**config.mk**
```make
export PLATFORM = sky130hd
export DESIGN_NAME = aging_priority_run_queues_unit
export DESIGN_NICKNAME = d
export VERILOG_FILES = /design/src/design/aprq_pkg.sv /design/src/design/aprq_ctrl.sv /design/src/design/aprq_div.sv /design/src/design/aprq_dp.sv /design/src/design/aging_priority_run_queues_unit.sv
export VERILOG_INCLUDE_DIRS = /design/src /design/src/design
export SDC_FILE = /design/constraint.sdc
export NUM_CORES = 1
export LEC_CHECK = 0
export BUFFER_PORTS_ARGS = -buffer_cell sky130_fd_sc_hd__buf_2
export CORE_MARGIN = 2
export CORE_UTILIZATION = 56
export CTS_CLUSTER_SIZE = 40
export DETAILED_ROUTE_END_ITERATION = 16
export GPL_TIMING_DRIVEN = 0
export PLACE_DENSITY = 0.77
export SETUP_SLACK_MARGIN = 0.4
export SYNTH_ARGS = -nofsm -noshare
export SYNTH_HDL_FRONTEND = slang
export SYNTH_SLANG_ARGS = --single-unit
```
**constraint.sdc**
```tcl
create_clock -name clk -period 11 [get_ports clk]
set_clock_uncertainty 0.1 [all_clocks]
set_input_delay 2.2 -clock clk [delete_from_list [all_inputs] [get_ports clk]]
set_output_delay 2.2 -clock clk [all_outputs]
set_load 0.05 [all_outputs]
```
**src/design/aging_priority_run_queues_unit_macros.svh**
```systemverilog
// Assertion macros for the run queue unit.
// Used by the top level only.
`ifndef AGING_PRIORITY_RUN_QUEUES_UNIT_MACROS_SVH
`define AGING_PRIORITY_RUN_QUEUES_UNIT_MACROS_SVH
// implication checked on every clock, quiet during reset
`define APRQ_ASSERT_IMP(label, ante, cons, msg) \
	label: assert property (@(posedge clk) disable iff (!arst_n) (ante) |-> (cons)) \
		else $error(msg);
// next-cycle implication
`define APRQ_ASSERT_NEXT(label, ante, cons, msg) \
	label: assert property (@(posedge clk) disable iff (!arst_n) (ante) |=> (cons)) \
		else $error(msg);
`endif

```
**src/design/aprq_pkg.sv**
```systemverilog
// Shared types and codes for the run queue unit.
// No dependencies.
`timescale 1ns / 1ps
package aprq_pkg;
	localparam logic [1:0] MODE_PLACE = 2'd0;
	localparam logic [1:0] MODE_PUSH  = 2'd1;
	localparam logic [1:0] MODE_POP   = 2'd2;
	localparam logic [1:0] ST_OK      = 2'd0;
	localparam logic [1:0] ST_FULL    = 2'd1;
	localparam logic [1:0] ST_NONE    = 2'd2;
	localparam logic [1:0] REG_ONLINE = 2'd0;
	localparam logic [1:0] REG_STEP   = 2'd1;
	localparam logic [1:0] REG_BONUS  = 2'd2;

	// controller to datapath
	typedef struct packed {
		logic latch;      // capture input item
		logic sel_start;  // pick target / victim queue, start scan
		logic do_enq;     // write enqueue
		logic rd_entry;   // read scan entry
		logic div_start;  // start bonus divider
		logic cmp;        // compare scanned entry with best
		logic do_deq;     // remove best entry
		logic fin;        // finish, strobe result
	} aprq_cmd_t;

	// datapath to controller
	typedef struct packed {
		logic is_pop;
		logic enq_ok;     // enqueue target can take the task
		logic pop_found;  // some queue to pop from
		logic scan_last;  // current entry is the last one
		logic div_done;
	} aprq_stat_t;
endpackage

```
**src/design/aprq_ctrl.sv**
```systemverilog
// Controller for the run queue unit: sequences enqueue and pop scans.
// Depends on aprq_pkg.
`timescale 1ns / 1ps
module aprq_ctrl (
	input  logic                 clk,
	input  logic                 arst_n,
	input  logic                 start,
	output logic                 busy,
	input  aprq_pkg::aprq_stat_t stat,
	output aprq_pkg::aprq_cmd_t  cmd
);
	typedef enum logic [2:0] {S_IDLE, S_SEL, S_DEC, S_RD, S_DIV, S_CMP, S_FIN} state_t;
	state_t state_q;

	// command decode from state
	always_comb begin
		cmd = '0;
		cmd.latch = start && !busy;
		case (state_q)
			S_SEL: cmd.sel_start = 1'b1;
			S_DEC: begin
				cmd.do_enq = !stat.is_pop && stat.enq_ok;
			end
			S_RD: cmd.rd_entry = 1'b1;
			S_DIV: cmd.div_start = 1'b1;
			S_CMP: begin
				cmd.cmp = stat.div_done;
				cmd.do_deq = stat.div_done && stat.scan_last;
			end
			S_FIN: cmd.fin = 1'b1;
			default: ;
		endcase
	end

	assign busy = (state_q != S_IDLE);

	always_ff @(posedge clk or negedge arst_n) begin
		if (!arst_n) begin
			state_q <= S_IDLE;
		end else begin
			case (state_q)
				S_IDLE: if (start) state_q <= S_SEL;
				S_SEL: state_q <= S_DEC;
				S_DEC: state_q <= (stat.is_pop && stat.pop_found) ? S_RD : S_FIN;
				S_RD: state_q <= S_DIV;
				S_DIV: state_q <= S_CMP;
				S_CMP: begin
					if (stat.div_done) state_q <= stat.scan_last ? S_FIN : S_RD;
				end
				S_FIN: state_q <= S_IDLE;
				default: state_q <= S_IDLE;
			endcase
		end
	end
endmodule

```
**src/design/aprq_div.sv**
```systemverilog
// Radix-2 restoring divider for the aging bonus, one quotient bit per cycle.
// Depends on nothing.
`timescale 1ns / 1ps
module aprq_div (
	input  logic        clk,
	input  logic        arst_n,
	input  logic        go,
	input  logic [31:0] dividend,
	input  logic [15:0] divisor,
	output logic        done,
	output logic [31:0] quot
);
	logic [31:0] q_q;
	logic [16:0] r_q;
	logic [5:0]  cnt_q;
	logic        run_q;
	logic [15:0] d_q;
	logic [16:0] r_sh;
	logic [16:0] r_sub;

	assign r_sh  = {r_q[15:0], q_q[31]};
	assign r_sub = r_sh - {1'b0, d_q};
	assign done  = !run_q && !go;
	assign quot  = q_q;

	// one shift-subtract step per cycle
	always_ff @(posedge clk or negedge arst_n) begin
		if (!arst_n) begin
			run_q <= 1'b0;
			cnt_q <= '0;
		end else if (go) begin
			run_q <= 1'b1;
			cnt_q <= 6'd0;
			q_q   <= dividend;
			r_q   <= '0;
			d_q   <= (divisor == 16'd0) ? 16'd1 : divisor;
		end else if (run_q) begin
			if (!r_sub[16]) begin
				r_q <= r_sub;
				q_q <= {q_q[30:0], 1'b1};
			end else begin
				r_q <= r_sh;
				q_q <= {q_q[30:0], 1'b0};
			end
			cnt_q <= cnt_q + 6'd1;
			if (cnt_q == 6'd31) run_q <= 1'b0;
		end
	end
endmodule

```
**src/design/aprq_dp.sv**
```systemverilog
// Datapath for the run queue unit: queues, task tables, scan and selection.
// Depends on aprq_pkg and aprq_div.
`timescale 1ns / 1ps
module aprq_dp #(
	parameter int NUM_CPUS    = 4,
	parameter int QUEUE_DEPTH = 8,
	parameter int NUM_TASKS   = 8
) (
	input  logic                 clk,
	input  logic                 arst_n,
	input  aprq_pkg::aprq_cmd_t  cmd,
	output aprq_pkg::aprq_stat_t stat,
	input  logic                 cfg_we,
	input  logic [1:0]           cfg_idx,
	input  logic [15:0]          cfg_data,
	input  logic [1:0]           mode,
	input  logic [1:0]           cpu,
	input  logic [2:0]           task_id,
	input  logic [7:0]           priority_req,
	input  logic [31:0]          now_ms,
	input  logic [3:0]           busy_mask,
	output logic                 done,
	output logic [1:0]           status,
	output logic [2:0]           task_out,
	output logic [1:0]           cpu_out,
	output logic                 stolen
);
	localparam int CW  = (NUM_CPUS > 1) ? $clog2(NUM_CPUS) : 1;
	localparam int DW  = $clog2(QUEUE_DEPTH);
	localparam int NW  = $clog2(QUEUE_DEPTH + 1);
	localparam int TW  = (NUM_TASKS > 1) ? $clog2(NUM_TASKS) : 1;

	// configuration
	logic [2:0]  online_q;
	logic [15:0] step_q;
	logic [7:0]  bonus_max_q;
	always_ff @(posedge clk or negedge arst_n) begin
		if (!arst_n) begin
			online_q    <= 3'd1;
			step_q      <= 16'd100;
			bonus_max_q <= 8'd8;
		end else if (cfg_we) begin
			case (cfg_idx)
				aprq_pkg::REG_ONLINE: online_q    <= cfg_data[2:0];
				aprq_pkg::REG_STEP:   step_q      <= cfg_data;
				aprq_pkg::REG_BONUS:  bonus_max_q <= cfg_data[7:0];
				default: ;
			endcase
		end
	end

	// latched item
	logic [1:0]  mode_q;
	logic [1:0]  cpu_q;
	logic [2:0]  task_q;
	logic [7:0]  prio_q;
	logic [31:0] now_q;
	logic [3:0]  busy_q;
	always_ff @(posedge clk) begin
		if (cmd.latch) begin
			mode_q <= mode; cpu_q <= cpu; task_q <= task_id;
			prio_q <= priority_req; now_q <= now_ms; busy_q <= busy_mask;
		end
	end

	// state stores; each queue owns a power-of-two slice of qmem
	logic [NW-1:0] cnt_q [NUM_CPUS];
	logic [TW-1:0] qmem [NUM_CPUS*(2**DW)];
	logic [7:0]    base_mem [NUM_TASKS];
	logic [31:0]   time_mem [NUM_TASKS];

	// online limit
	logic [4:0] online_lim;
	always_comb begin
		online_lim = ({2'b0, online_q} > 5'(NUM_CPUS)) ? 5'(NUM_CPUS) : {2'b0, online_q};
	end

	// placement pick and steal victim (small per-cpu compare chain)
	logic [CW-1:0] pick_cpu, victim;
	logic          vic_found;
	logic [NW:0]   min_load, load_i;
	logic          pick_done;
	logic [NW-1:0] vbest;
	always_comb begin
		pick_cpu = '0; min_load = '1; pick_done = 1'b0; load_i = '0;
		victim = '0; vbest = '0; vic_found = 1'b0;
		for (int i = 0; i < NUM_CPUS; i++) begin
			if (5'(i) < online_lim) begin
				load_i = {1'b0, cnt_q[i]} + ((i < 4) ? (NW+1)'(busy_q[i % 4]) : '0);
				if (!pick_done) begin
					if (load_i == '0) begin
						pick_cpu = CW'(i); pick_done = 1'b1;
					end else if (load_i < min_load) begin
						min_load = load_i; pick_cpu = CW'(i);
					end
				end
				if (i != int'(cpu_q) && cnt_q[i] > vbest) begin
					vbest = cnt_q[i]; victim = CW'(i); vic_found = 1'b1;
				end
			end
		end
	end

	logic          cpu_valid;
	logic [CW-1:0] cpu_loc;
	assign cpu_valid = int'(cpu_q) < NUM_CPUS;
	assign cpu_loc   = CW'(cpu_q);

	// selected queue, captured at selection
	logic [CW-1:0] sel_q;
	logic          sel_ok_q;
	logic          stolen_q;
	logic [DW-1:0] idx_q;
	logic [DW-1:0] best_idx_q;
	logic [TW-1:0] best_task_q;
	logic [8:0]    best_p_q;
	logic [31:0]   best_t_q;
	logic          first_q;

	logic          enq_tgt_ok;
	logic [CW-1:0] enq_tgt;
	logic          sel_valid;
	always_comb begin
		sel_valid = 1'b1;
		if (mode_q == aprq_pkg::MODE_PLACE) begin
			enq_tgt = pick_cpu;
		end else begin
			enq_tgt = cpu_loc; sel_valid = cpu_valid;
		end
		enq_tgt_ok = sel_valid && (int'(task_q) < NUM_TASKS)
			&& (cnt_q[enq_tgt] < NW'(QUEUE_DEPTH));
	end

	// scan read data
	logic [TW-1:0] ent_q;
	logic [7:0]    ent_base_q;
	logic [31:0]   ent_time_q;
	logic [31:0]   waited;
	logic [31:0]   quot;
	logic          div_done;
	logic          div_go_q;
	assign waited = (now_q > ent_time_q) ? now_q - ent_time_q : 32'd0;

	// divider starts once the entry's stamp is registered
	always_ff @(posedge clk or negedge arst_n) begin
		if (!arst_n) begin
			div_go_q <= 1'b0;
		end else begin
			div_go_q <= cmd.div_start;
		end
	end

	aprq_div u_div (
		.clk(clk), .arst_n(arst_n), .go(div_go_q), .dividend(waited),
		.divisor(step_q), .done(div_done), .quot(quot)
	);

	logic [7:0] bonus;
	logic [8:0] aged;
	assign bonus = (quot > {24'd0, bonus_max_q}) ? bonus_max_q : quot[7:0];
	assign aged  = {1'b0, ent_base_q} + {1'b0, bonus};

	logic better;
	assign better = first_q || aged > best_p_q || (aged == best_p_q && ent_time_q < best_t_q);

	logic [DW-1:0] last_idx;
	assign last_idx = DW'(cnt_q[sel_q] - NW'(1));

	always_ff @(posedge clk) begin
		if (cmd.rd_entry) begin
			ent_q      <= qmem[{sel_q, idx_q}];
		end
	end
	logic [TW-1:0] rd_task;
	always_ff @(posedge clk) begin
		if (cmd.div_start) begin
			ent_base_q <= base_mem[ent_q];
			ent_time_q <= time_mem[ent_q];
		end
	end
	assign rd_task = ent_q;

	// queue and table writes
	logic [TW-1:0] fill_q;
	logic          fill_move_q;
	always_ff @(posedge clk) begin
		if (cmd.do_enq) begin
			base_mem[task_q[TW-1:0]] <= prio_q;
			time_mem[task_q[TW-1:0]] <= now_q;
			qmem[{enq_tgt, DW'(cnt_q[enq_tgt])}] <= task_q[TW-1:0];
		end else if (cmd.fin && fill_move_q) begin
			qmem[{sel_q, best_idx_q}] <= fill_q;
		end
	end

	always_ff @(posedge clk or negedge arst_n) begin
		if (!arst_n) begin
			for (int i = 0; i < NUM_CPUS; i++) cnt_q[i] <= '0;
			fill_move_q <= 1'b0;
			first_q <= 1'b0;
		end else begin
			fill_move_q <= 1'b0;
			if (cmd.do_enq) cnt_q[enq_tgt] <= cnt_q[enq_tgt] + NW'(1);
			if (cmd.sel_start) first_q <= 1'b1;
			if (cmd.cmp) first_q <= 1'b0;
			if (cmd.do_deq) begin
				cnt_q[sel_q] <= cnt_q[sel_q] - NW'(1);
				fill_move_q <= 1'b1;
			end
		end
	end

	// scan bookkeeping
	always_ff @(posedge clk) begin
		if (cmd.sel_start) begin
			idx_q <= '0;
			if (cpu_valid && cnt_q[cpu_loc] != '0) begin
				sel_q <= cpu_loc; stolen_q <= 1'b0; sel_ok_q <= 1'b1;
			end else begin
				sel_q <= victim; stolen_q <= 1'b1; sel_ok_q <= vic_found;
			end
		end
		if (cmd.cmp) begin
			idx_q <= idx_q + DW'(1);
			if (better) begin
				best_p_q <= aged; best_t_q <= ent_time_q;
				best_idx_q <= idx_q; best_task_q <= rd_task;
			end
			// last entry is the one that fills the gap
			fill_q <= rd_task;
		end
	end

	assign stat = '{
		is_pop:    (mode_q == aprq_pkg::MODE_POP),
		enq_ok:    (mode_q == aprq_pkg::MODE_PLACE || mode_q == aprq_pkg::MODE_PUSH)
			&& enq_tgt_ok,
		pop_found: sel_ok_q,
		scan_last: (idx_q == last_idx),
		div_done:  div_done
	};

	// enqueue outcome held from selection cycle
	logic          enq_okd_q;
	logic [CW-1:0] enq_tgtd_q;
	always_ff @(posedge clk) begin
		if (cmd.sel_start) begin
			enq_okd_q  <= stat.enq_ok;
			enq_tgtd_q <= enq_tgt;
		end
	end

	// result
	always_ff @(posedge clk or negedge arst_n) begin
		if (!arst_n) begin
			done <= 1'b0;
		end else begin
			done <= cmd.fin;
		end
	end
	always_ff @(posedge clk) begin
		if (cmd.fin) begin
			status <= aprq_pkg::ST_NONE; task_out <= '0; cpu_out <= '0; stolen <= 1'b0;
			if (mode_q == aprq_pkg::MODE_PLACE || mode_q == aprq_pkg::MODE_PUSH) begin
				status  <= enq_okd_q ? aprq_pkg::ST_OK : aprq_pkg::ST_FULL;
				// push reports the named cpu even when it does not exist
				cpu_out <= (mode_q == aprq_pkg::MODE_PUSH) ? cpu_q : 2'(enq_tgtd_q);
			end else if (mode_q == aprq_pkg::MODE_POP && sel_ok_q) begin
				status   <= aprq_pkg::ST_OK;
				task_out <= 3'(best_task_q);
				cpu_out  <= 2'(sel_q);
				stolen   <= stolen_q;
			end
		end
	end
endmodule

```
**src/design/aging_priority_run_queues_unit.sv**
```systemverilog
// Per-CPU run queues with aging priority and work stealing.
// Place/push finish without a scan. Pop scans its queue entry by entry; each
// entry's bonus comes from the 32-step bonus divider shared over the scan.
// One item at a time; result strobed by done for one cycle, cannot be stalled.
// arst_n clears counts, config and control; queue and task tables are not cleared.
// Depends on aprq_pkg, aprq_ctrl, aprq_dp and the macros header.
`timescale 1ns / 1ps
`include "aging_priority_run_queues_unit_macros.svh"
module aging_priority_run_queues_unit #(
	parameter int NUM_CPUS    = 4,
	parameter int QUEUE_DEPTH = 8,
	parameter int NUM_TASKS   = 8
) (
	input  logic        clk,
	input  logic        arst_n,
	input  logic        start,
	output logic        busy,
	output logic        done,
	input  logic        cfg_we,
	input  logic [1:0]  cfg_idx,
	input  logic [15:0] cfg_data,
	input  logic [1:0]  mode,
	input  logic [1:0]  cpu,
	input  logic [2:0]  task_id,
	input  logic [7:0]  priority_req,
	input  logic [31:0] now_ms,
	input  logic [3:0]  busy_mask,
	output logic [1:0]  status,
	output logic [2:0]  task_out,
	output logic [1:0]  cpu_out,
	output logic        stolen
);
	aprq_pkg::aprq_cmd_t  cmd;
	aprq_pkg::aprq_stat_t stat;

	aprq_ctrl u_ctrl (
		.clk(clk), .arst_n(arst_n), .start(start), .busy(busy), .stat(stat), .cmd(cmd)
	);

	aprq_dp #(.NUM_CPUS(NUM_CPUS), .QUEUE_DEPTH(QUEUE_DEPTH), .NUM_TASKS(NUM_TASKS)) u_dp (
		.clk(clk), .arst_n(arst_n), .cmd(cmd), .stat(stat),
		.cfg_we(cfg_we), .cfg_idx(cfg_idx), .cfg_data(cfg_data),
		.mode(mode), .cpu(cpu), .task_id(task_id), .priority_req(priority_req),
		.now_ms(now_ms), .busy_mask(busy_mask), .done(done), .status(status),
		.task_out(task_out), .cpu_out(cpu_out), .stolen(stolen)
	);

	`APRQ_ASSERT_NEXT(a_fin_done, cmd.fin, done, "finish without result strobe")
	`APRQ_ASSERT_IMP(a_done_status, done && stolen, status == aprq_pkg::ST_OK, "steal not ok")
	`APRQ_ASSERT_IMP(a_deq_pop, cmd.do_deq, stat.is_pop, "dequeue outside pop")
endmodule

```
* After elaboration in Yosys (flattened, before gate mapping) *
Memories as Yosys holds them, arrays and structs flattened. A register that Yosys moved wholly into a read port is not among the register bits.
Cells that the tools add are included.

storage, ports and cells
  flip-flop bits (word level) = 241
  memory bits (writable) = 416
  word-level logic and storage cells = 254
  memories = 3

operators by class
  add/sub/neg operators = 11
  $lt $le $gt $ge = 23
  eq/ne operators = 18
  mux-type cells = 114
  bitwise logic cells = 4
  reduce and logical (&&, ||, !) cells = 43

memories
  memory         words  bits a word  rd ports  clocked after memory_dff  write ports  RTL line       RTL
  u_dp.time_mem  8      32           1         1                         1            aprq_dp.sv:70  logic [31:0] time_mem [NUM_TASKS];
  u_dp.qmem      32     3            1         1                         1            aprq_dp.sv:68  logic [TW-1:0] qmem [NUM_CPUS*(2**DW)];
  u_dp.base_mem  8      8            1         1                         1            aprq_dp.sv:69  logic [7:0] base_mem [NUM_TASKS];

operator list
  kind                 count
  $mux W32             3
  $mux W5              12
  $mux W4              14
  $mux W2              24
  $mux W1              38
  $mux W17             2
  $bwmux W16           2
  $gt A32 B32 Y1       1
  $gt A32 B8 Y1        1
  $lt A32 B32 Y1       1
  $mux W16             2
  $sub A32 B32 Y32     1
  $bmux W4 S2          3
  $mux W3              8
  $add A4 B1 Y5        4
  $logic_not A5 Y1     4
  $pmux W3 S6          1
  $sub A17 B16 Y17     1
  $demux W4 S2         2
  $logic_not A16 Y1    1
  $lt A5 B5 Y1         3
  $logic_and A1 B1 Y1  14
  $reduce_and A2 Y1    7
  $gt A4 B4 Y1         3
  39 further kinds     61

* Depth between registers and ports, before layout *
Gate-level depths: netlist (run 1).

  depth in word-level cells = 33
  gate-level depth with buffers = 41
  depth with buffers taken out = 41

* Cells and area by module *
From an unflattened synthesis (run 1), not the netlist that was laid out.

unflattened totals
  cell total of the unflattened synthesis = 2120
  area total of the unflattened synthesis = 32477.4 um^2

by module, submodules not included
  module     instances  cells an instance  area each (um^2)  seq. area each (um^2)
  aprq_dp    1          1754               28162.0           18539.0
  aprq_div   1          337                4066.4            2097.0
  aprq_ctrl  1          29                 249.0             75.1

* Least setup slack after synthesis (run 1) *
OpenSTA, ideal clock, no wires.

  kind = register to register
  start = register u_dp.cnt_q[12] (netlist name)
  end = memory u_dp.base_mem[1][0], enable pin
  library setup time = 487 ps
  arrival time = 9347 ps
  required time = 10413 ps
  path slack = 1066 ps
  stages on the path, launching flop included = 35
  buffers on the path = 1
  period minus slack after synthesis = 9934 ps
  cells stage by stage = dfrtp_1 -> ha_1 -> ha_1 -> or3_1 -> o22ai_1 -> o21ba_2 -> ha_1 -> a211oi_1 -> o211ai_1 -> a41oi_1 -> a21o_1 -> nor2b_1 -> nor2_1 -> a211oi_1 -> ha_1 -> a211oi_1 -> nor2_1 -> nor2_1 -> nand3_1 -> nor2_1 -> o21ai_1 -> nand2_1 -> o21ai_0 -> ha_1 -> a21oi_1 -> o21ai_0 -> a311oi_2 -> o2111ai_2 -> o22ai_2 -> buf_12 -> mux2i_1 -> mux2i_4 -> nor2_4 -> nand2_1 -> nor3_1

between the ends
  longest elaborated chain between the ends = 31
  elaborated cells between the ends (all ways) = 46

RTL lines
  item                                           RTL line         RTL
  start, declared                                aprq_dp.sv:67    logic [NW-1:0] cnt_q [NUM_CPUS];
  start signal, assigned by index                aprq_dp.sv:203   if (cmd.do_enq) cnt_q[enq_tgt] <= cnt_q[enq_tgt] + NW'(1);
  start signal, assigned by index                aprq_dp.sv:207   cnt_q[sel_q] <= cnt_q[sel_q] - NW'(1);
  $add A4 B1 Y5 *                                aprq_dp.sv:89    load_i = {1'b0, cnt_q[i]} + ((i < 4) ? (NW+1)'(busy_q[i % 4]) : '0);
  $lt A5 B5 Y1                                   aprq_dp.sv:93    end else if (load_i < min_load) begin
  $mux W5                                        aprq_dp.sv:93
  $mux W5                                        aprq_dp.sv:91    if (load_i == '0) begin
  $mux W5                                        aprq_dp.sv:88    if (5'(i) < online_lim) begin
  $lt A5 B5 Y1                                   aprq_dp.sv:93
  $mux W5                                        aprq_dp.sv:93
  $mux W5                                        aprq_dp.sv:91
  [... 13 more ...]                              --
  net u_dp.enq_tgt[1]                            aprq_dp.sv:121   logic [CW-1:0] enq_tgt;
  [... 1 more ...]                               --
  $bmux W4 S2 *                                  aprq_dp.sv:131   && (cnt_q[enq_tgt] < NW'(QUEUE_DEPTH));
  $mux W4 (implied by the code) * (2 in series)  aprq_dp.sv:131
  $lt A4 B4 Y1 *                                 aprq_dp.sv:131
  $logic_and A1 B1 Y1 *                          aprq_dp.sv:237   && enq_tgt_ok,
  $logic_and A1 B1 Y1 *                          aprq_ctrl.sv:22  cmd.do_enq = !stat.is_pop && stat.enq_ok;
  $mux W1 *                                      aprq_ctrl.sv:19  case (state_q)
  $mux W1 *                                      aprq_dp.sv:187   if (cmd.do_enq) begin
  $mux W1 (implied by the code) *                aprq_dp.sv:188   base_mem[task_q[TW-1:0]] <= prio_q;
  end, declared                                  aprq_dp.sv:69

The timed path passes the listed nets; every way through them passes the cells marked *. The select of a mux whose other input is x is not followed.

* Worst setup path after layout (run 1) *
  start = register u_dp.cnt_q[12] (netlist name)
  end = memory u_dp.time_mem[3][24], enable pin

between the ends
  longest elaborated chain between the ends = 31
  elaborated cells between the ends (all ways) = 46

RTL lines
  item                                           RTL line         RTL
  $add A4 B1 Y5 *                                aprq_dp.sv:89
  $lt A5 B5 Y1                                   aprq_dp.sv:93
  $mux W5                                        aprq_dp.sv:93
  $mux W5                                        aprq_dp.sv:91
  $mux W5                                        aprq_dp.sv:88
  $lt A5 B5 Y1                                   aprq_dp.sv:93
  $mux W5                                        aprq_dp.sv:93
  $mux W5                                        aprq_dp.sv:91
  [... 13 more ...]                              --
  net u_dp.enq_tgt[1]                            aprq_dp.sv:121
  [... 1 more ...]                               --
  $bmux W4 S2 *                                  aprq_dp.sv:131
  $mux W4 (implied by the code) * (2 in series)  aprq_dp.sv:131
  $lt A4 B4 Y1 *                                 aprq_dp.sv:131
  $logic_and A1 B1 Y1 *                          aprq_dp.sv:237
  $logic_and A1 B1 Y1 *                          aprq_ctrl.sv:22
  $mux W1 *                                      aprq_ctrl.sv:19
  $mux W1 *                                      aprq_dp.sv:187
  $mux W1 (implied by the code) *                aprq_dp.sv:189   time_mem[task_q[TW-1:0]] <= now_q;
  end, declared                                  aprq_dp.sv:70

Marked as above.

==> metrics.csv, run 1 <==
metric,value,unit
status,"finished, final reports clean",
Post-CTS Resized,0,
worst endpoint required time,11200,ps
# fillers,4008,
final hold vios,0,
Area Overhead vs Synth,12.6,%
first-pass GRT wire length,107000,µm
Root Driver,clkbuf_16,
Diodes inserted,0,
final cycle utilization of the critical path,0.853,
WHS Path Cells,0,
Comb power frac,0.339,
"slowest stage cell, crit path",nor2_4,
"leading cell types in the layout, fill and taps excluded","edfxtp_1 (642), ha_1 (140), inv_1 (137)",
Synth cell types,99,
vias per cell,6.00,
DRT Wirelength,68200,µm
post-synth top area share,0.597,
layout cells sized above 1,0.205,
CTS Sinks,699,
die width,244,µm
Seq cells post-synth,699,
Placer Congestion,0.952,
Area contributors post-synth,"edfxtp_1 (60%), mux4_2 (7.9%), ha_1 (5.4%), dfrtp_1 (4.0%), mux2_2 (2.9%)",
die height,244,µm
final core utilization,0.634,
Critical Path Source Type,flop,
total chip power,9.13,mW
power share of the clock group,0.261,
final slew viol count,0,
Hold Buf Count CTS,0,
Synth Warn #,0,
Seq pwr share,0.400,
largest net degree at the start of global routing,62,
"Async S/R FF share, synth",0.0815,
net switching power,3.03,mW
CP dominant cell by count,ha_1,
Port Buffers,82,
syn_nets,2287,
Syn Inst Count,2071,
Max Freq,107,MHz
initial antenna violation count,0,
insertion delay to the later sink of the worst-skew pair,610,ps
CTS buffer count,73,
# setup viols final,0,
TritonCTS clock tree,yes,
CP max stage delay,690,ps
Net Sw Frac,0.332,
ys flop type,edfxtp_1,
number of global-route vias before repair,19400,
Leakage Power,13.1,nW
CP Class,reg2reg,
post-synthesis sequential area ratio,0.641,
unrepaired setup endpoints after global routing,no,
nets,2462,
worst vdd ir,0.000188,V
Tot GR Track Use,0.234,
Initial Utilization,0.563,
r2r worst-path depth,35,
DR WL/cell,22.2,µm
"critical path fanouts, max",21,
num rows,88,
DRC Markers,0,
internal cell power,6.10,mW
Post-DP HPWL,47200,µm
final critical-path required period,9380,ps
Worst slew margin,0.335,
endpoint type of the worst setup path,flop,
postcts setup bufs,0,
Mapped Area,32300,µm²
"Clk pin slew, worst setup/hold paths",60,ps
post-synth top area cell,edfxtp_1,
Max Cap Viol,0,
TritonRoute pass-1 iters,7,
clk buf depth,3,
worst hold path class,reg2reg,
total grt overflow,0,
number of flops mapped to enable cells by yosys,642,
Routed Antenna Nets,0,
CP arrival,9580,ps
htree depth,3,
"most common cell after layout, fill and taps aside",edfxtp_1,
DRT iter0 DRCs,1688,
Worst-Margin Slew,996,ps
I/O pins,83,
core area,57400,µm²
synthesized area per cell,15.6,µm²
Pwr Density,251,nW/µm²
Die ar.,59600,µm²
via count,18400,
==> power groups by stage <==
stage / Combinational, mW / Clock (mW) / Sequential, mW
5_1_grt: 3.39 / 2.53 / 3.69
6_report: 3.10 / 2.38 / 3.65
4_1_cts: 3.08 / 2.42 / 3.65
2_1_floorplan: 2.33 / 0 / 3.60
3_5_place_dp: 3.05 / 0 / 3.70
3_3_place_gp: 2.90 / 0 / 3.70
==> critical path, delay by kind of cell (launching register included) <==
family / cells / cell delay (ps)
and+or+nand+nor: 11 / 2610
AOI/OAI and AO/OA: 15 / 3320
buffers and inverters: 2 / 490
DFF: 1 / 460
adders and majority gates: 5 / 1540
muxes: 2 / 460
==> path summary, 6_finish.rpt <==
kind	startpoint	end	slack (ps)
setup / recovery	u_dp.cnt_q[12]	u_dp.time_mem[3][24]	1620
hold / removal	u_dp.idx_q[2]	u_dp.best_idx_q[2]	360
setup reg to reg	u_dp.cnt_q[12]	u_dp.time_mem[3][24]	1620
hold reg to reg	u_dp.idx_q[2]	u_dp.best_idx_q[2]	360
max in group asynchronous	arst_n	u_dp.bonus_max_q[3]	8830
min in group asynchronous	arst_n	u_dp.online_q[1]	1350
==> layout make-up <==
cell class                 count  area [µm²]  area share
tap                          765         957      0.0263
buffer                        83         387      0.0106
clock inverter                30         309     0.00849
timing repair buffer         100         739      0.0203
multi-input combinational   1150       10800       0.296
inverter                     139         527      0.0145
clock buffer                 101        1980      0.0545
sequential                   699       20700       0.569
==> cell families (layout without fill, tap and decap cells) <==
logic type | count (synthesis) | count (layout) | synth area share
flops | 699 | 699 | 0.641
simple gates | 375 | 375 | 0.0598
compound gates | 322 | 322 | 0.0720
mux | 245 | 245 | 0.125
buf+inv | 222 | 453 | 0.0283
fa+ha+maj | 143 | 143 | 0.0561
xor+xnor | 65 | 65 | 0.0179
==> routing by layer <==
metal	share of wire	vias up	GRT usage
met5	0	-	0
met4	0.026	0	0.0784
met3	0.064	129	0.0391
met2	0.50	605	0.400
met1	0.41	9286	0.305
li1	-	8383	-
==> stage by stage <==
stage | TNS, ps | area, µm² | cells | hold slack [ps] | setup WS (ps)
floorplan | 0 | 32300 | 2071 | 324 | 1070
global placement | -179110 | 33700 | 2918 | 334 | -2530
detailed placement | 0 | 34100 | 2936 | 346 | 1840
CTS | 0 | 36400 | 3067 | 359 | 1770
global route | 0 | 36400 | 3067 | 374 | 1100
finish | 0 | 36400 | 3067 | 362 | 1620
==> sequential cells by signal (all words and copies together), names as in the netlist, 4 cells and up <==
signal,count
u_dp.ent_time_q,32
u_dp.u_div.cnt_q,6
u_dp.u_div.r_q,16
u_dp.time_mem,256
u_dp.ent_base_q,8
u_dp.best_p_q,9
u_dp.qmem,96
u_dp.bonus_max_q,8
u_dp.now_q,32
u_dp.best_t_q,32
u_dp.base_mem,64
u_dp.cnt_q,16
u_dp.u_div.d_q,16
u_dp.step_q,16
u_dp.u_div.quot,32
u_dp.busy_q,4
u_dp.prio_q,8
==> Yosys cell counts, drive strengths merged (13+ instances only) <==
cell type and number:
xnor2 40, mux2i 43, a21o 32, xor2 25, clkbuf 56, nand3 20, nand4 21, ha 140
nor4 15, mux4 114, nand2b 18, dfrtp 52, nor2 122, a21oi 85, nor3 27, nand2 70
o21ai 47, buf 27, nor2b 24, mux2 88, inv 137, o21bai 13, o21a 26, edfxtp 642
o2bb2ai 29, a211oi 20
No activity file was read; power rests on OpenSTA's default activity.
==> run 2: changes to the inputs <==
--- a/config.mk
+++ b/config.mk
@@ -10,4 +10,5 @@
 export CORE_MARGIN = 2
 export CORE_UTILIZATION = 56
+export CTS_CLUSTER_DIAMETER = 120
 export CTS_CLUSTER_SIZE = 40
 export DETAILED_ROUTE_END_ITERATION = 16
==> constraint.sdc (replaced) <==
create_clock -name clk -period 11 [get_ports clk]
set_clock_uncertainty 0.1 [all_clocks]
set_input_delay 1.1 -clock clk [delete_from_list [all_inputs] [get_ports clk]]
set_output_delay 1.1 -clock clk [all_outputs]
set_load 0.05 [all_outputs]
==> metrics.csv, run 2 (synthesized netlist as in run 1, its figures left out) <==
metric,value,unit
htree depth,1,
placed instance area,34100,µm²
pre-CTS WS,1840,ps
clk buf depth,3,
vias per cell,6.01,
first-pass GRT wire length,104000,µm
Placer Congestion,0.952,
die width,244,µm
final core utilization,0.605,
status,"finished, final reports clean",
TritonRoute pass-1 iters,7,
"critical path fanouts, max",21,
DRT Wirelength,66000,µm
total grt overflow,0,
Worst slew margin,0.328,
Port Buffers,82,
Critical Path Source Type,flop,
Pwr Density,226,nW/µm²
final critical-path required period,9370,ps
Post-DP HPWL,47200,µm
Hold Buf Count CTS,0,
Area Overhead vs Synth,7.40,%
postcts setup bufs,0,
CP dominant cell by count,ha_1,
max reg flops,256,
largest net degree at the start of global routing,62,
total chip power,7.84,mW
Leakage Power,12.3,nW
unrepaired setup endpoints after global routing,no,
final hold vios,0,
worst hold path class,in2async,
I/O pins,83,
Max Cap Viol,0,
insertion delay to the later sink of the worst-skew pair,600,ps
final slew viol count,0,
# setup viols final,0,
final cycle utilization of the critical path,0.852,
via count,17900,
Placed Instances,2936,
Die ar.,59600,µm²
Worst-Margin Slew,1010,ps
CP max stage delay,690,ps
nets,2410,
DRC Markers,0,
layout cells sized above 1,0.181,
Post-CTS Resized,0,
Final Non-Filler Cells,2973,
"Clk pin slew, worst setup/hold paths",140,ps
core area,57400,µm²
number of global-route vias before repair,18500,
Diodes inserted,0,
final setup TNS,0,ps
"slowest stage cell, crit path",nor2_4,
WHS,252,ps
endpoint type of the worst setup path,flop,
initial antenna violation count,0,
final instance area,34700,µm²
DRT iter0 DRCs,1659,
CTS buffer count,21,
Initial Utilization,0.563,
Root Driver,clkbuf_16,
worst vdd ir,0.000134,V
TritonCTS clock tree,yes,
die height,244,µm
PnR worst setup slack,1630,ps
worst endpoint required time,11200,ps
CTS Sinks,699,
"most common cell after layout, fill and taps aside",edfxtp_1,
num rows,88,
DR WL/cell,22.2,µm
CP arrival,9570,ps
Routed Antenna Nets,0,
"leading cell types in the layout, fill and taps excluded","edfxtp_1 (642), ha_1 (140), inv_1 (137)",
CP Class,reg2reg,
Max Freq,107,MHz
Tot GR Track Use,0.223,
## run 2: cell types whose count changed in the layout (fill, tap and decap cells not counted), moves of 2 or more
cell,before,now
clkinv_2,8,0
clkbuf_16,75,21
clkbuf_1,80,68
clkinv_8,2,0
bufinv_16,5,0
clkinv_1,12,1
## run 2: worst max-delay path, delay by kind of cell (launching register included)
family	cells	cell delay, ps
adder cells (fa/ha/maj)	5	1530
buffers and inverters	2	480
AND/OR/NAND/NOR	11	2620
flip-flops	1	490
multiplexers	2	460
AO/OA/AOI/OAI	15	3330
## run 2: final cells by class
cell class                 count  area, µm²
timing repair buffer         100        739
inverter                     139        527
fill                        4210      22700
multi-input combinational   1150      10800
tap                          765        957
clock inverter                 3       27.5
buffer                        83        387
clock buffer                  34        574
sequential                   699      20700
## run 2: power by group
group	switching (mW)	internal (mW)	total, mW
logic	1.75	1.34	3.09
registers	0.272	3.37	3.65
clock network	0.738	0.373	1.11
## run 2: per-layer routing
metal / GRT usage / wire length (µm) / up-vias
met1: 0.305 / 28100 / 9104
met5: 0 / 0 / -
met4: 0.0425 / 1040 / 0
li1: - / - / 8219
met3: 0.0236 / 3570 / 59
met2: 0.392 / 33300 / 475
## run 2: final timing paths
| kind | start | end | slack [ps] | depth (start not counted) |
|---|---|---|---|---|
| worst max-delay path | u_dp.cnt_q[12] | u_dp.time_mem[3][25] | 1630 | 35 |
| worst min-delay path | arst_n | u_dp.online_q[2] | 250 | 1 |
| worst max register to register | u_dp.cnt_q[12] | u_dp.time_mem[3][25] | 1630 | 35 |
| worst min register to register | u_dp.idx_q[2] | u_dp.best_idx_q[2] | 400 | 0 |
| max in group asynchronous | arst_n | u_dp.bonus_max_q[3] | 9940 | 2 |
| min in group clk | u_dp.idx_q[2] | u_dp.best_idx_q[2] | 400 | 0 |
==> run 3: changes to the inputs <==
PLACE_DENSITY = 0.8   (was 0.77)
clock period = 7.5 ns   (was 11 ns; I/O delays follow)
==> metrics.csv, run 3 (synthesized netlist as in run 1, its figures left out) <==
metric,value,unit
status,"complete, but fails checks",
failing checks,setup timing,
pre-CTS WS,-968,ps
worst vdd ir,0.000303,V
"leading cell types in the layout, fill and taps excluded","edfxtp_1 (642), inv_1 (137), ha_1 (136)",
max reg flops,256,
WHS Path Cells,1,
DRT iter0 DRCs,2036,
worst endpoint required time,7710,ps
final critical-path required period,7640,ps
total grt overflow,0,
r2r worst-path depth,41,
die width,244,µm
endpoint type of the worst setup path,flop,
Area Overhead vs Synth,16.2,%
die height,244,µm
Initial Utilization,0.563,
CP max stage delay,500,ps
"most common cell after layout, fill and taps aside",edfxtp_1,
met2 Use GR,0.415,
clk buf depth,3,
Pwr Density,335,nW/µm²
first-pass GRT wire length,112000,µm
Worst slew margin,0.279,
DRT Wirelength,78000,µm
CP arrival,7860,ps
TritonRoute pass-1 iters,7,
DR WL/cell,25.0,µm
Die ar.,59600,µm²
total chip power,12.6,mW
via count,19300,
Tot GR Track Use,0.243,
Root Driver,clkbuf_16,
met1 Use GR,0.334,
CP Class,reg2reg,
number of global-route vias before repair,19300,
nets,2551,
Worst-Margin Slew,1080,ps
initial antenna violation count,0,
Routed Antenna Nets,0,
TritonCTS clock tree,yes,
unrepaired setup endpoints after global routing,yes,
layout cells sized above 1,0.264,
final slew viol count,0,
Max Cap Viol,0,
insertion delay to the later sink of the worst-skew pair,630,ps
# setup viols final,335,
grt met3 use,0.0277,
Max Freq,131,MHz
num rows,88,
final cycle utilization of the critical path,1.02,
DRC Markers,0,
Final Non-Filler Cells,3116,
htree depth,1,
I/O pins,83,
WHS,185,ps
final hold vios,0,
CTS Sinks,699,
PnR worst setup slack,-145,ps
Critical Path Source Type,flop,
layer carrying the most global-route usage,met2,
worst hold path class,in2reg,
"critical path fanouts, max",8,
Port Buffers,82,
Placed Instances,2934,
Leakage Power,13.5,nW
Post-DP HPWL,48100,µm
"Clk pin slew, worst setup/hold paths",140,ps
"slowest stage cell, crit path",edfxtp_1,
CTS buffer count,22,
final setup TNS,-19140,ps
largest net degree at the start of global routing,65,
vias per cell,6.21,
Diodes inserted,0,
Placer Congestion,0.908,
core area,57400,µm²
run 3: changes by cell type in the layout (fill, tap and decap cells not counted), sizes merged:
cell / before / now
buf: 127 / 248
inv: 139 / 141
dlygate4sd3: 0 / 1
clkinv: 2 / 3
clkbuf: 90 / 105
nor2: 122 / 126
clkinvlp: 1 / 0
run 3: layer usage:
layer,vias to the layer above,share of wire
met5,-,0
met4,0,0.037
met2,832,0.50
met3,150,0.070
met1,9849,0.39
li1,8515,-
run 3: metrics by stage:
stage / instance area, µm² / utilization
floorplan: 32500 / -
global placement: 33900 / 0.590
detailed placement: 34200 / 0.597
CTS: 36000 / 0.628
global route: 37500 / 0.654
finish: 37500 / 0.654
run 3: layout make-up:
cell class              count  area (µm²)
repair buffers            236        2770
clock inverters             5        85.1
clock buffers              35         599
multi-input cells        1154       11500
plain buffers              83         395
well taps                 765         957
inverters                 139         529
fillers                  3768       19800
flip-flops and latches    699       20700
run 3: timing repair:
item / CTS / global route
setup endpoints to repair: 433 / 433
hold endpoints to repair: 6 / 0
pin swaps: 31 / 54
cloned: 10 / 20
gates resized for setup: 45 / 134
buffers inserted: 65 / 45
hold buffers: 1 / 0
run 3: final timing paths:
path | start | slack, ps | to
setup / recovery | u_dp.busy_q[0] | -140 | u_dp.qmem[1][1]
hold / removal | now_ms[17] | 190 | u_dp.now_q[17]
setup reg to reg | u_dp.busy_q[0] | -140 | u_dp.qmem[1][1]
hold reg to reg | u_dp.idx_q[2] | 380 | u_dp.best_idx_q[2]
max in group asynchronous | arst_n | 6280 | u_dp.bonus_max_q[3]
min in group asynchronous | arst_n | 410 | u_dp.step_q[8]
run 3: report_power, final:
group          internal (mW)  switching [mW]  leakage, nW  total, mW
registers               4.95           0.413         6.55       5.36
logic                   2.50            2.96         6.62       5.47
clock network          0.589            1.14        0.325       1.73
run 3: worst max-delay path, delay by kind of cell (launching register included):
| family | cells | cell delay (ps) |
|---|---|---|
| AO/OA/AOI/OAI | 17 | 2840 |
| AND/OR/NAND/NOR | 13 | 1500 |
| adder cells (fa/ha/maj) | 5 | 1420 |
| buffers and inverters | 4 | 570 |
| flip-flops | 1 | 500 |
| multiplexers | 2 | 380 |
